<file path="config.mk">
export PLATFORM = sky130hd
export DESIGN_NAME = double_ended_queue_top
export DESIGN_NICKNAME = d
export VERILOG_FILES = /design/src/hdl/dq_pkg.sv /design/src/hdl/dq_ptr.sv /design/src/hdl/double_ended_queue_top.sv
export SDC_FILE = /design/constraint.sdc
export NUM_CORES = 1
export LEC_CHECK = 0
export BUFFER_PORTS_ARGS = -buffer_cell sky130_fd_sc_hd__buf_4
export CAP_MARGIN = 20
export CORE_ASPECT_RATIO = 0.75
export CORE_MARGIN = 10
export CORE_UTILIZATION = 56
export DETAILED_ROUTE_END_ITERATION = 8
export PLACE_DENSITY = 0.73
export SLEW_MARGIN = 25
export SYNTH_ARGS = -nofsm -noshare
export SYNTH_HDL_FRONTEND = slang
export SYNTH_SLANG_ARGS = --single-unit
</file>
<file path="constraint.sdc">
create_clock -name clk -period 6.19 [get_ports clk]
set_input_delay 1.238 -clock clk [delete_from_list [all_inputs] [get_ports clk]]
set_output_delay 1.238 -clock clk [all_outputs]
set_load 0.05 [all_outputs]
</file>
<file path="src/hdl/dq_pkg.sv">
// package for the double-ended queue: sizes, operation and error codes,
// and the control bundle passed from pointer logic to the storage side
// no dependencies
package dq_pkg;

  localparam int DQ_DEPTH  = 16;
  localparam int DQ_DATA_W = 32;
  localparam int DQ_ADDR_W = $clog2(DQ_DEPTH);
  localparam int DQ_CNT_W  = $clog2(DQ_DEPTH + 1);

  typedef logic [DQ_ADDR_W-1:0] dq_addr_t;
  typedef logic [DQ_CNT_W-1:0]  dq_cnt_t;
  typedef logic signed [DQ_DATA_W-1:0] dq_data_t;

  typedef enum logic [2:0] {
    DQ_PUSH_FRONT = 3'd0,
    DQ_PUSH_BACK  = 3'd1,
    DQ_POP_FRONT  = 3'd2,
    DQ_POP_BACK   = 3'd3,
    DQ_PEEK_FRONT = 3'd4,
    DQ_PEEK_BACK  = 3'd5
  } dq_op_t;

  typedef enum logic [1:0] {
    DQ_ERR_NONE  = 2'd0,
    DQ_ERR_UNDER = 2'd1,
    DQ_ERR_OVER  = 2'd2
  } dq_err_t;

  typedef struct packed {
    logic     mem_we;
    logic     mem_re;
    dq_addr_t addr;
    dq_cnt_t  count_next;
    dq_err_t  err;
  } dq_ctl_t;

endpackage

</file>
<file path="src/hdl/dq_ptr.sv">
// front pointer and element count of the ring, plus decode of one operation
// into a storage access, new count and error code
// depends on dq_pkg
module dq_ptr (
  input  logic            clk,
  input  logic            rst,
  input  logic            accept,
  input  dq_pkg::dq_op_t  op,
  output dq_pkg::dq_ctl_t ctl
);
  import dq_pkg::*;

  dq_addr_t front, front_next;
  dq_cnt_t  elems;

  // (base + off) mod depth, correct only for off not above depth
  function automatic dq_addr_t ring_add(dq_addr_t base, dq_cnt_t off);
    logic [DQ_CNT_W:0] s;
    s = (DQ_CNT_W + 1)'(base) + (DQ_CNT_W + 1)'(off);
    if (s >= (DQ_CNT_W + 1)'(DQ_DEPTH)) begin
      s = s - (DQ_CNT_W + 1)'(DQ_DEPTH);
    end
    return s[DQ_ADDR_W-1:0];
  endfunction

  logic     is_full, ring_empty;
  dq_addr_t front_dec, front_inc, back_slot, push_back_slot;

  assign is_full        = (elems == DQ_CNT_W'(DQ_DEPTH));
  assign ring_empty     = (elems == '0);
  assign front_dec      = (front == '0) ? DQ_ADDR_W'(DQ_DEPTH - 1) : front - 1'b1;
  assign front_inc      = (front == DQ_ADDR_W'(DQ_DEPTH - 1)) ? '0 : front + 1'b1;
  assign back_slot      = ring_add(front, elems - 1'b1);
  assign push_back_slot = ring_add(front, elems);

  // operation decode
  always_comb begin
    ctl            = '0;
    ctl.count_next = elems;
    ctl.err        = DQ_ERR_NONE;
    front_next     = front;
    unique case (op)
      DQ_PUSH_FRONT: begin
        if (is_full) begin
          ctl.err = DQ_ERR_OVER;
        end else begin
          front_next     = front_dec;
          ctl.mem_we     = 1'b1;
          ctl.addr       = front_dec;
          ctl.count_next = elems + 1'b1;
        end
      end
      DQ_PUSH_BACK: begin
        if (is_full) begin
          ctl.err = DQ_ERR_OVER;
        end else begin
          ctl.mem_we     = 1'b1;
          ctl.addr       = push_back_slot;
          ctl.count_next = elems + 1'b1;
        end
      end
      DQ_POP_FRONT: begin
        if (ring_empty) begin
          ctl.err = DQ_ERR_UNDER;
        end else begin
          front_next     = front_inc;
          ctl.mem_re     = 1'b1;
          ctl.addr       = front;
          ctl.count_next = elems - 1'b1;
        end
      end
      DQ_POP_BACK: begin
        if (ring_empty) begin
          ctl.err = DQ_ERR_UNDER;
        end else begin
          ctl.mem_re     = 1'b1;
          ctl.addr       = back_slot;
          ctl.count_next = elems - 1'b1;
        end
      end
      DQ_PEEK_FRONT: begin
        if (ring_empty) begin
          ctl.err = DQ_ERR_UNDER;
        end else begin
          ctl.mem_re = 1'b1;
          ctl.addr   = front;
        end
      end
      DQ_PEEK_BACK: begin
        if (ring_empty) begin
          ctl.err = DQ_ERR_UNDER;
        end else begin
          ctl.mem_re = 1'b1;
          ctl.addr   = back_slot;
        end
      end
      default: begin
        ctl.err = DQ_ERR_NONE;
      end
    endcase
  end

  // pointer and count registers
  always_ff @(posedge clk) begin
    if (rst) begin
      front <= '0;
      elems <= '0;
    end else if (accept) begin
      front <= front_next;
      elems <= ctl.count_next;
    end
  end

  // count stays within capacity
  a_count_range: assert property (@(posedge clk) disable iff (rst)
    elems <= DQ_CNT_W'(DQ_DEPTH))
    else $error("element count beyond capacity");

  // an accepted write grows the count by one
  a_write_grows: assert property (@(posedge clk) disable iff (rst)
    (accept && ctl.mem_we) |=> (elems == $past(elems) + 1'b1))
    else $error("push did not grow count");

  // errors leave pointer and count alone
  a_err_hold: assert property (@(posedge clk) disable iff (rst)
    (accept && ctl.err != DQ_ERR_NONE) |=> ($stable(elems) && $stable(front)))
    else $error("failed operation changed state");

endmodule

</file>
<file path="src/hdl/double_ended_queue_top.sv">
// top level of the double-ended queue: ring storage memory, pointer logic
// and the result register
// depends on dq_pkg and dq_ptr
//
// usage:
//   input channel: in_valid / in_stall with opcode and value_in. opcode
//   selects push front, push back, pop front, pop back, peek front or
//   peek back; value_in is used by pushes only.
//   output channel: out_valid / out_stall with value_out, count,
//   empty_res and error_code, exactly one result per input transaction.
//   result: a result appears in the cycle after its transaction is accepted,
//   taken from the registered read of the storage memory.
//   throughput: one transaction per cycle barring stalls; pointer and count
//   update at the accepting edge; writes land in memory before later reads.
//   stall: while out_stall holds a pending result, in_stall is raised and
//   the result register and its read data stay unchanged.
//   reset: rst (synchronous) empties the queue and drops any pending
//   result; storage contents are not cleared and are never read before
//   being written.
//   errors: pop or peek on an empty queue reports underflow, push into a
//   full queue reports overflow; both leave the queue unchanged.
module double_ended_queue_top (
  input  logic              clk,
  input  logic              rst,
  input  logic              in_valid,
  output logic              in_stall,
  input  logic [2:0]        opcode,
  input  dq_pkg::dq_data_t  value_in,
  output logic              out_valid,
  input  logic              out_stall,
  output dq_pkg::dq_data_t  value_out,
  output dq_pkg::dq_cnt_t   count,
  output logic              empty_res,
  output logic [1:0]        error_code
);
  import dq_pkg::*;

  dq_data_t mem [DQ_DEPTH];
  dq_data_t rd_data;
  dq_ctl_t  ctl;
  logic     accept;
  logic     res_read;
  dq_cnt_t  res_count;
  dq_err_t  res_err;

  // the result register frees when empty or taken this cycle
  assign in_stall = out_valid && out_stall;
  assign accept   = in_valid && !in_stall;

  dq_ptr u_ptr (
    .clk    (clk),
    .rst    (rst),
    .accept (accept),
    .op     (dq_op_t'(opcode)),
    .ctl    (ctl)
  );

  // ring storage, at most one access per transaction
  always_ff @(posedge clk) begin
    if (accept && ctl.mem_we) begin
      mem[ctl.addr] <= value_in;
    end
    if (accept && ctl.mem_re) begin
      rd_data <= mem[ctl.addr];
    end
  end

  // result register
  always_ff @(posedge clk) begin
    if (rst) begin
      out_valid <= 1'b0;
    end else if (accept) begin
      out_valid <= 1'b1;
    end else if (!out_stall) begin
      out_valid <= 1'b0;
    end
  end

  always_ff @(posedge clk) begin
    if (accept) begin
      res_read  <= ctl.mem_re;
      res_count <= ctl.count_next;
      res_err   <= ctl.err;
    end
  end

  // output fields
  assign value_out  = res_read ? rd_data : '0;
  assign count      = res_count;
  assign empty_res  = (res_count == '0);
  assign error_code = res_err;

  // every accepted transaction yields a result next cycle
  a_result_follows: assert property (@(posedge clk) disable iff (rst)
    accept |=> out_valid)
    else $error("accepted transaction produced no result");

  // failed operations return zero
  a_err_zero: assert property (@(posedge clk) disable iff (rst)
    (out_valid && res_err != DQ_ERR_NONE) |-> (value_out == '0))
    else $error("nonzero value on error result");

  // overflow is only reported with a full queue
  a_over_full: assert property (@(posedge clk) disable iff (rst)
    (out_valid && res_err == DQ_ERR_OVER) |-> (res_count == DQ_CNT_W'(DQ_DEPTH)))
    else $error("overflow reported below capacity");

endmodule

</file>
==> flow_results.org <==
** STA
- Portion of the clock cycle consumed by the worst path in the final layout :: between 60% and 70%
- The routed design could run at a clock period as short as approximately 4.3 ns.
- Worst slew pin tran :: ~1.0 ns
- Hold Fails Final Rpt :: 0
- Setup repair after global routing missed its margin :: no
- Static timing analysis puts the maximum clock frequency at approximately 0.23 GHz.
- Worst clock skew :: roughly 0.021 ns
- Final total negative setup slack :: 0 ns
- Headroom to the max-slew limit came out at 30.8%.
- Max-slew violation count :: 0
- Final worst setup slack :: between 1.5 and 2 ns
- Setup violations remaining at the end of the flow were counted as 0.

** Clock network
- Post-CTS Hold Buffers :: 0
- Clock-pin slew was measured on the worst setup and hold paths at around 0.060 ns.
- Buffers inserted by post-CTS timing repair :: 0
- TritonCTS created 51 clock buffers.
- CTS Root Cell :: clkbuf_16
- Clock H-tree levels :: 2
- The clock reaches the later pin of the worst-skew pair after about 0.59 ns.
- Clock Tree Buf Depth :: 3
- Clock sink count :: around 560
- TritonCTS built the clock tree.
- In this run, post-CTS repair resized a total of 0 instances.

** Floorplan
- Chip height :: 197 microns
- Measured along the x axis, the die boundary spans ~260 microns.
- Placement row count :: between 60 and 70
- The total area inside the core boundary comes to around 0.04 sq mm.
- In this run the count of I/O pins placed on the die edge is 81.
- The initial utilization of the core area, before any placement, comes to 56.9%.
- Die outline area :: between 0.05 and 0.06 sq mm

** GRT
- Global routing used between 20% and 30% of the available tracks across all layers.
- The number of antenna violations at the first check in global routing was 1.
- The number of global-route vias before repair is about 14000.
- Global-route wire length before repair :: about 88000 microns
- Pin count of the biggest net entering global routing :: roughly 110
- For this run the aggregate overflow at the end of global routing stands at 0.

** Critical path
- Highest net fanout along the worst path :: 26
- For the worst setup path, the data arrival time is approximately 4.5 ns.
- The worst setup path is of the register to register kind.
- The worst setup path is launched from a register.
- Path depth of the worst reg2reg path :: 13
- Setup slack on the worst reg-to-reg path comes out at around 1.9 ns.
- R2R Path Start :: u_ptr.elems[0]
- The endpoint identified for the worst register-to-register timing path is mem[12][22].
- For the worst setup path, the data required time is between 6 and 7 ns.
- Kind of end point of the critical path :: register

** Worst hold path
- The worst hold path belongs to the class register to register.
- For hold timing, the worst endpoint is u_ptr.elems[4].
- The worst hold path passes through 2 cells.
- In this run the most critical hold path is launched from u_ptr.elems[4].

** Route
- Overall via count from detail_route :: roughly 15000
- The count of nets left with antenna violations once routing finished came out at 0.
- Residual DRC :: 0
- In the final routed layout, each cell accounts on average for around 25 microns.
- First-pass detailed-route iteration total :: 6
- The first routing iteration left between 1500 and 2000 violations.
- Dividing the detail-routed via count by the number of cells gives 6.26.
- Wire length reported by the detailed router :: ~58000 microns

** Place
- Worst slack at placement :: ~1.8 ns
- Routability-driven placement finished with a final weighted congestion of 0.784.
- Post-DP HPWL :: roughly 31000 microns
- IO Port Bufs :: 80

** Yosys
- In this run, synthesis inferred between 500 and 600 flip-flops with an integrated enable.
- Synthesized cell area :: approximately 0.023 sq mm
- Cell variety after synth :: between 50 and 60
- Number of synthesized register bits :: around 560
- Most used DFF post-synth :: edfxtp_1
- Syn Inst Count :: 1697
- Share of flip-flops with an asynchronous set or reset after synthesis :: 0%
- Sequential share of the synthesized area :: approximately 72%
- Post-Synthesis Net Count :: approximately 1700
- Synthesized area per cell :: 13.7 sq um
- Number of warnings issued by yosys :: 0

** Power
- In this run the power density over the cells is about 320 mW/mm^2.
- In this run switching power makes up 24.6% of total power.
- Clock share of power :: between 30% and 40%
- Per report_power, the combinational group accounts for between 10% and 20% of the total.
- For this design the static power due to leakage is around 9 nW.
- Power comes to about 0.0084 W.
- In this run the power spent charging and discharging nets is a little over 0.002 W.
- The internal portion of the total power is between 0.006 and 0.007 W.
- Sequential cells burn around half of the power.
- IR analysis of the VDD net gives a maximum drop of roughly 270 uV.

** Cells and area
- Proportion of layout cells with a drive suffix above 1 :: 15.2%
- After filler insertion, the fill cell instance count of the layout stands at about 2900.
- Leaving out fill and tap cells, the most frequent cell in the layout is edfxtp_1.
- Leading cell types in the layout, fill and taps excluded :: edfxtp_1 (552), nand2_1 (400), nand3_1 (131)
- Once layout is complete, the utilization of the core stands at 64.0%.
- FF/Latch Area :: between 0.015 and 0.02 sq mm
- Area growth from synthesis to layout :: 12.7%
- Post-layout nets :: between 1500 and 2000
- The multi-input combinational cells in the finished layout cover a total of between 0.006 and 0.007 sq mm.

** Run
- Across the run, the number of max-cap violations was 0.

** Run status
- The flow ran to the end, and the final reports show no timing, DRC or antenna violations.
==> final cells by class <==
cell class	count	area share, %
clock inverters	26	0.869
clock buffers	66	5.25
well taps	561	2.68
repair buffers	133	4.14
flip-flops and latches	562	64.0
multi-input cells	992	22.9
diodes	1	0.00955
inverters	9	0.129
==> critical path, stage by stage (launching register included) <==
cell     delay, ns
dfxtp_1       0.47
inv_1         0.16
ha_1          0.37
inv_1         0.08
ha_1          0.27
a21o_1        0.18
a21oi_1       0.17
xnor2_1       0.09
and2_1        0.17
xnor2_1       0.16
o21a_2        0.51
buf_4         0.36
nor4_2        0.36
buf_4         0.56
==> registers in the layout, indices dropped and copies added, names as in the netlist <==
register,flops
rd_data,32
out_valid,1
count,5
res_read,1
mem,512
error_code,2
u_ptr.elems,5
u_ptr.front,4
==> synthesized netlist by cell type (5+ instances only) <==
cell | count | area share, %
nor2_1 | 27 | 0.44
edfxtp_1 | 552 | 71
ha_1 | 11 | 0.59
buf_2 | 10 | 0.22
and3_1 | 65 | 1.7
and2_1 | 37 | 0.99
a311oi_1 | 64 | 2.4
a21oi_1 | 17 | 0.37
mux2i_1 | 34 | 1.5
dfxtp_1 | 10 | 0.86
buf_6 | 13 | 0.63
nand2_1 | 402 | 6.5
xnor2_1 | 10 | 0.38
nand3_1 | 131 | 2.8
clkbuf_1 | 108 | 1.7
inv_1 | 8 | 0.13
a221oi_2 | 39 | 2.5
a31oi_1 | 64 | 1.7
nor4_1 | 16 | 0.43
xor2_1 | 5 | 0.19
a221oi_1 | 25 | 0.94
==> per-stage QoR <==
stage,std cells,hold slack (ns),area [sq um]
finish,2350,0.574,26200
global route,2349,0.608,26200
CTS,2349,0.568,26200
detailed placement,2257,0.559,24600
global placement,2256,0.550,24600
floorplan,1697,0.555,23300
==> cell families (layout without fill, tap and decap cells) <==
group	count (synthesis)	in the layout	synth area share, %
AO/OA/AOI/OAI	236	236	8.84
XOR/XNOR	15	15	0.565
adder cells (fa/ha/maj)	13	13	0.764
buffers and inverters	143	234	2.80
flip-flops	562	562	72.1
multiplexers	34	34	1.46
other	0	1	0
AND/OR/NAND/NOR	694	694	13.5
==> metal layers <==
layer / up-vias / part of all wire (%) / track usage, %
li1: 6543 / - / -
met1: 7359 / 42 / 31.4
met2: 689 / 47 / 36.2
met3: 110 / 8.6 / 3.94
met4: 0 / 2.6 / 6.99
met5: - / 0 / 0
==> power groups by stage <==
stage / clock network [W] / registers [W] / logic (W)
detailed placement: 0 / 0.00434 / 0.00102
CTS: 0.00309 / 0.00426 / 0.00103
global route: 0.00324 / 0.00426 / 0.00112
finish: 0.00307 / 0.00426 / 0.00103
global placement: 0 / 0.00434 / 0.000995
floorplan: 0 / 0.00435 / 0.000684
==> worst max-delay path by stage <==
stage | from | to | slack, ns | cells past startpoint
global route | u_ptr.elems[0] | mem[12][22] | 1.73 | 13
global placement | opcode[2] | rd_data[11] | 1.86 | 10
detailed placement | opcode[2] | rd_data[27] | 1.79 | 10
floorplan | opcode[1] | mem[13][0] | 0.06 | 9
CTS | u_ptr.elems[0] | mem[12][22] | 1.90 | 13
finish | u_ptr.elems[0] | mem[12][22] | 1.89 | 13
Note: power is estimated with default switching activity, not from simulation.
